==> config.mk <==
export PLATFORM = sky130hd
export DESIGN_NAME = bgjp_cordic
export DESIGN_NICKNAME = d
export VERILOG_FILES = /design/src/design/biped_gait_joint_position_generator_assert.svh /design/src/design/bgjp_pkg.sv /design/src/design/bgjp_cordic.sv
export SDC_FILE = /design/constraint.sdc
export NUM_CORES = 2
export LEC_CHECK = 0
export ABC_AREA = 1
export BUFFER_PORTS_ARGS = -buffer_cell sky130_fd_sc_hd__buf_2
export CORE_ASPECT_RATIO = 0.75
export CORE_UTILIZATION = 41
export DETAILED_ROUTE_END_ITERATION = 7
export PLACE_DENSITY = 0.64
export SYNTH_ARGS = -nofsm -noshare
export SYNTH_HDL_FRONTEND = slang
export SYNTH_SLANG_ARGS = --single-unit
==> constraint.sdc <==
create_clock -name clk_i -period 4.65 [get_ports clk_i]
set_input_delay 0.6975 -clock clk_i [delete_from_list [all_inputs] [get_ports clk_i]]
set_output_delay 0.6975 -clock clk_i [all_outputs]
set_load 0.01 [all_outputs]
==> src/design/biped_gait_joint_position_generator_assert.svh <==
// ----------------------------------------------------------------------------
// Assertion macros for the gait generator
// BGJP_ASSERT is gated by reset; BGJP_ASSERT_ANY also checks while in reset.
// ----------------------------------------------------------------------------
`ifndef BIPED_GAIT_JOINT_POSITION_GENERATOR_ASSERT_SVH
`define BIPED_GAIT_JOINT_POSITION_GENERATOR_ASSERT_SVH
`ifndef NO_ASSERTIONS
`define BGJP_ASSERT(lbl, prop, msg) \
  lbl: assert property (@(posedge clk_i) disable iff (!rst_ni) prop) else $error(msg);
`define BGJP_ASSERT_ANY(lbl, prop, msg) \
  lbl: assert property (@(posedge clk_i) prop) else $error(msg);
`else
`define BGJP_ASSERT(lbl, prop, msg)
`define BGJP_ASSERT_ANY(lbl, prop, msg)
`endif
`endif

==> src/design/bgjp_pkg.sv <==
// ----------------------------------------------------------------------------
// bgjp_pkg
// Types, widths and constant tables of the gait joint position generator.
// ----------------------------------------------------------------------------
package bgjp_pkg;

  localparam int unsigned TIME_W     = 32;
  localparam int unsigned PERIOD_W   = 24;
  localparam int unsigned LEN_W      = 14;
  localparam int unsigned POS_W      = 24;
  localparam int unsigned CFG_IDX_W  = 3;
  localparam int unsigned CFG_DATA_W = 24;
  localparam int unsigned PHASE_W    = 4;
  localparam int unsigned FRAC_W     = 16;
  localparam int unsigned NUM_PHASES = 10;
  localparam int unsigned NUM_SEG    = 3;

  localparam int unsigned SQ_W    = 32;
  localparam int unsigned FAC_W   = 18;
  localparam int unsigned SPROD_W = 50;
  localparam int unsigned SMOOTH_W = 17;
  localparam int unsigned ANG_W   = 16;
  localparam int unsigned DIFF_W  = 17;
  localparam int unsigned MUL_W   = 36;
  localparam int unsigned SUM_W   = 18;
  localparam int unsigned Z_W     = 21;
  localparam int unsigned TRIG_W  = 32;
  localparam int unsigned PROD_W  = 48;
  localparam int unsigned SEG_W   = 17;
  localparam int unsigned WIDE_W  = 28;

  localparam int unsigned CORDIC_STEPS = 16;
  localparam int unsigned CORDIC_LAT   = CORDIC_STEPS + 1;

  typedef enum logic [CFG_IDX_W-1:0] {
    REG_PERIOD = 3'd0,
    REG_STRIDE = 3'd1,
    REG_BODY_X = 3'd2,
    REG_FLOOR  = 3'd3,
    REG_HIP_H  = 3'd4,
    REG_THIGH  = 3'd5,
    REG_SHANK  = 3'd6,
    REG_FOOT   = 3'd7
  } cfg_reg_e;

  typedef struct packed {
    logic signed [TRIG_W-1:0] sin;
    logic signed [TRIG_W-1:0] cos;
  } trig_t;

  // phase ends in thousandths of a cycle; the last phase ends at 1.0
  localparam int BOUND_MILLI [NUM_PHASES-1] = '{50, 120, 300, 450, 550, 650, 800, 920, 970};

  localparam int ATAN_Q16 [CORDIC_STEPS] = '{
    51472, 30386, 16055, 8150, 4091, 2047, 1024, 512,
    256, 128, 64, 32, 16, 8, 4, 2
  };

  localparam logic signed [TRIG_W-1:0] CORDIC_GAIN = 32'sd652032874;
  localparam logic signed [Z_W-1:0]    HALF_PI     = 21'sd102944;
  localparam logic signed [Z_W-1:0]    PI_Z        = 21'sd205887;

  localparam logic signed [WIDE_W-1:0] POS_MAX_W = 28'sd8388607;
  localparam logic signed [WIDE_W-1:0] POS_MIN_W = -28'sd8388608;

  // [phase][thigh, shank, foot][start, end], 1/8192 rad
  localparam int ANGLE_TAB [NUM_PHASES][NUM_SEG][2] = '{
    '{'{-819, -2458}, '{410, 1638}, '{-1638, 819}},
    '{'{-2458, 819}, '{1638, -1638}, '{819, 1638}},
    '{'{819, 3277}, '{-1638, -3277}, '{1638, 2458}},
    '{'{3277, 1638}, '{-3277, 1638}, '{2458, 4915}},
    '{'{1638, -4096}, '{1638, 0}, '{4915, -6554}},
    '{'{-4096, -1638}, '{0, -4915}, '{-6554, 1638}},
    '{'{-1638, 1638}, '{-4915, 0}, '{1638, -1638}},
    '{'{1638, -819}, '{0, 819}, '{-1638, -3277}},
    '{'{-819, -1229}, '{819, 1229}, '{-3277, -2458}},
    '{'{-1229, -819}, '{1229, 410}, '{-2458, -1638}}
  };

  function automatic logic signed [POS_W-1:0] sat_pos(input logic signed [WIDE_W-1:0] v);
    if (v > POS_MAX_W) begin
      sat_pos = POS_MAX_W[POS_W-1:0];
    end else if (v < POS_MIN_W) begin
      sat_pos = POS_MIN_W[POS_W-1:0];
    end else begin
      sat_pos = v[POS_W-1:0];
    end
  endfunction

endpackage

==> src/design/bgjp_cordic.sv <==
// ----------------------------------------------------------------------------
// bgjp_cordic
// Pipelined rotation-mode CORDIC: quadrant fold, then one step per stage.
// ----------------------------------------------------------------------------
module bgjp_cordic (
  input  logic                                clk_i,
  input  logic                                en_i,
  input  logic signed [bgjp_pkg::Z_W-1:0]     z_i,
  output bgjp_pkg::trig_t                     trig_o
);

  typedef struct packed {
    logic signed [bgjp_pkg::TRIG_W-1:0] x;
    logic signed [bgjp_pkg::TRIG_W-1:0] y;
    logic signed [bgjp_pkg::Z_W-1:0]    z;
    logic                               neg;
  } cst_t;

  cst_t st_q [bgjp_pkg::CORDIC_LAT];
  cst_t st_d [bgjp_pkg::CORDIC_LAT];

  // angles beyond +-pi/2 are moved by pi and the result negated
  always_comb begin
    st_d[0].x   = bgjp_pkg::CORDIC_GAIN;
    st_d[0].y   = '0;
    st_d[0].z   = z_i;
    st_d[0].neg = 1'b0;
    if (z_i > bgjp_pkg::HALF_PI) begin
      st_d[0].z   = z_i - bgjp_pkg::PI_Z;
      st_d[0].neg = 1'b1;
    end else if (z_i < -bgjp_pkg::HALF_PI) begin
      st_d[0].z   = z_i + bgjp_pkg::PI_Z;
      st_d[0].neg = 1'b1;
    end
  end

  for (genvar k = 1; k < bgjp_pkg::CORDIC_LAT; k++) begin : g_step
    logic signed [bgjp_pkg::TRIG_W-1:0] dx;
    logic signed [bgjp_pkg::TRIG_W-1:0] dy;
    logic signed [bgjp_pkg::Z_W-1:0]    at;
    cst_t                               nx;

    assign dx = st_q[k-1].y >>> (k - 1);
    assign dy = st_q[k-1].x >>> (k - 1);
    assign at = bgjp_pkg::Z_W'(bgjp_pkg::ATAN_Q16[k-1]);

    always_comb begin
      nx.neg = st_q[k-1].neg;
      if (!st_q[k-1].z[bgjp_pkg::Z_W-1]) begin
        nx.x = st_q[k-1].x - dx;
        nx.y = st_q[k-1].y + dy;
        nx.z = st_q[k-1].z - at;
      end else begin
        nx.x = st_q[k-1].x + dx;
        nx.y = st_q[k-1].y - dy;
        nx.z = st_q[k-1].z + at;
      end
      st_d[k] = nx;
      if ((k == bgjp_pkg::CORDIC_LAT - 1) && nx.neg) begin
        st_d[k].x = -nx.x;
        st_d[k].y = -nx.y;
      end
    end
  end

  always_ff @(posedge clk_i) begin
    if (en_i) begin
      st_q <= st_d;
    end
  end

  assign trig_o.sin = st_q[bgjp_pkg::CORDIC_LAT-1].y;
  assign trig_o.cos = st_q[bgjp_pkg::CORDIC_LAT-1].x;

endmodule
==> impl_metrics.toml <==
[outcome]
status = "finished clean"

[yosys]
synthDistinctLibCells = 64
syn_nets = 15800
synth_top_family_by_area = "simple AND/OR/NAND/NOR gates"
synth_area_leaders = "edfxtp_1, ha_1, nand2_1, xor2_1, inv_1"
synth_warnings = 0
avgSynthCellArea_um2 = 7.85
synth_xor_xnor_area_share_pct = 12.3
synth_compound_area_share_pct = 14.1
synth_top_cell_by_area = "edfxtp_1"
async_flop_share_pct = 0
yosysSeqAreaShare_pct = 32.9
syn_area_um2 = 115000
synth_mux_area_share_pct = 0.0185
synth_edf_count = 1255
synth_top_area_share_pct = 32.9
synth_cells = 14600
ys_seq_elements = 1255
synth_ff_type = "edfxtp_1"
synthSimpleGateAreaFrac_pct = 20.3
synthAdderAreaFrac_pct = 13.2

[timing]
fin_ws_ps = 267
setup_viol = 0
finalHoldViolCount = 0
fin_setup_tns_ps = 0
relSlewSlack_pct = 25.9
max_freq_mhz = 228
period_needed_ps = 4380
fin_skew_ps = 67.5
maxSlewViolCount = 0
rsz0062_at_grt = "true"
tightest_slew_ps = 1110
finalCritPeriodShare_pct = 94.3

[clocking]
clk-insertion-delay-late_ps = 840
htree_levels = 4
cts_buffers = 150
path_clk_slew_ps = 60
cts_sinks = 1255
tritoncts = "yes"
clockRootBuffer = "clkbuf_16"
clock_path_buffers = 4
hold_buffers = 0

[worst_setup_path]
reg2regPathDepth = 16
critPathArrivalTime_ps = 4980
path_max_fanout = 4
start_kind = "flip-flop"
end_kind = "flip-flop"
critPathRequiredTime_ps = 5240
worst-setup-path-type = "flip-flop to flip-flop"

[route]
drt_iter0_drc = 10100
route.detailed.drc = 0
routed-via-count = 100000
finalWirelength_um = 345000
vias_per_cell = 5.37
wl_per_cell_um = 18.5
first_pass_iters = 8
ant_nets = 0

[place]
dpl_worst_slack_ps = 317
place_congestion = 0.975
dp_hpwl_um = 284000
io_buffers = 86

[floorplanning]
ios = 87
initial_core_util_pct = 41.4
die_w_um = 613
rows = 167
die-area_um2 = 282000
die-height_um = 460
core_area_um2 = 277000

[grt]
grt_pass1_wl_um = 532000
grt-ovfl-total = 0
grt.total_usage_pct = 23.8
grt_max_degree = 113
first_global_vias = 91000
antenna_found_initial = 6

[worst_hold_path]
min_path_cells = 3
hold_path_class = "primary input to flip-flop"

[layout]
drive_gt1_share_pct = 4.34
final_common_cell = "nand2_1"
nNetsFinal = 16000
syn_to_final_growth_pct = 9.14
mostFrequentLayoutCells = "nand2_1, inv_1, nor2_1"

[run]
max-cap-violations = 0
timing repair:
action,in CTS,in global routing
hold endpoints to repair,0,0
endpoints found under the setup margin,0,28
gates resized for setup,0,31
setup buffers,0,3
kinds of logic after synthesis:
group | after synthesis
multiplexers | 2
XOR/XNOR | 1617
buffers and inverters | 2109
AO/OA/AOI/OAI | 2838
AND/OR/NAND/NOR | 5609
other | 1
adder cells (fa/ha/maj) | 1181
flip-flops | 1255
worst max-delay path, stage by stage (launching register included):
cell,delay (ps)
edfxtp_1,450
inv_1,110
ha_1,180
nand3_1,110
nor3_1,140
inv_1,70
nor3_1,200
nand2_1,190
o21ai_0,300
xnor2_1,260
ha_1,380
a21oi_1,210
a21boi_0,330
nand2_1,170
a21boi_0,440
o21ai_0,180
xor2_1,380
state kept, by name, summed over array words and instances (netlist names):
name and flops:
g_step.dx 331, g_step.nx 16, g_step.dy 310, trig_o 64
st_q 534
path summary, 6_finish.rpt:
path | startpoint | endpoint | slack [ps]
setup / recovery | g_step[9].dx[0] | g_step[10].dy[14] | 270
setup reg to reg | g_step[9].dx[0] | g_step[10].dy[14] | 270
hold / removal | z_i[20] | st_q[1397] | 310
hold reg to reg | st_q[692] | st_q[606] | 410
routing by layer:
layer  share of wire, %  track usage, %
met1                 50            37.6
met2                 39            33.9
met3                8.7            4.05
met4                1.4            3.60
met5             0.0023               0
cells in the mapped netlist, drive strengths merged, types with 2 or more instances:
cell	instances
a221oi	45
o221ai	28
o31ai	64
a21o	71
buf	86
o2111ai	29
clkbuf	97
o21ai	841
ha	1138
fa	43
nand4	213
xor2	1117
a211oi	7
nor3b	4
inv	1917
edfxtp	1255
nor3	221
a311oi	7
a21oi	1267
o211ai	43
a31o	16
nor2	1503
o41ai	15
o21bai	135
a32oi	3
nand2	2968
or2	24
xnor2	500
a2111oi	4
and3	2
clkinv	9
o221a	3
nand3b	31
a31oi	89
nand3	541
o21a	70
a21boi	76
nor4	95
and2	7
o311ai	24
stage by stage:
step / hold WS [ps] / std cells / instance area (µm²) / util, %
final: 310 / 18700 / 125000 / 45.2
after global routing: 290 / 18700 / 125000 / 45.2
after CTS: 247 / 18700 / 125000 / 45.1
after detailed placement: 405 / 18400 / 120000 / 43.4
after global placement: 401 / 18400 / 120000 / 43.4
after floorplan: 400 / 14600 / 115000 / -
cell type report:
type / count / area, µm²
Antenna cell: 2 / 5.00
Clock buffer: 169 / 3950
Clock inverter: 92 / 880
Fill cell: 28000 / 152000
Inverter: 1926 / 7230
Multi-Input combinational cell: 11200 / 69000
Sequential cell: 1255 / 37700
Tap cell: 3718 / 4650
Timing Repair Buffer: 248 / 1820
Power is left out: the tool's default activity adds up to more than one toggle a clock period on the data nets, which glitch-free logic cannot reach.
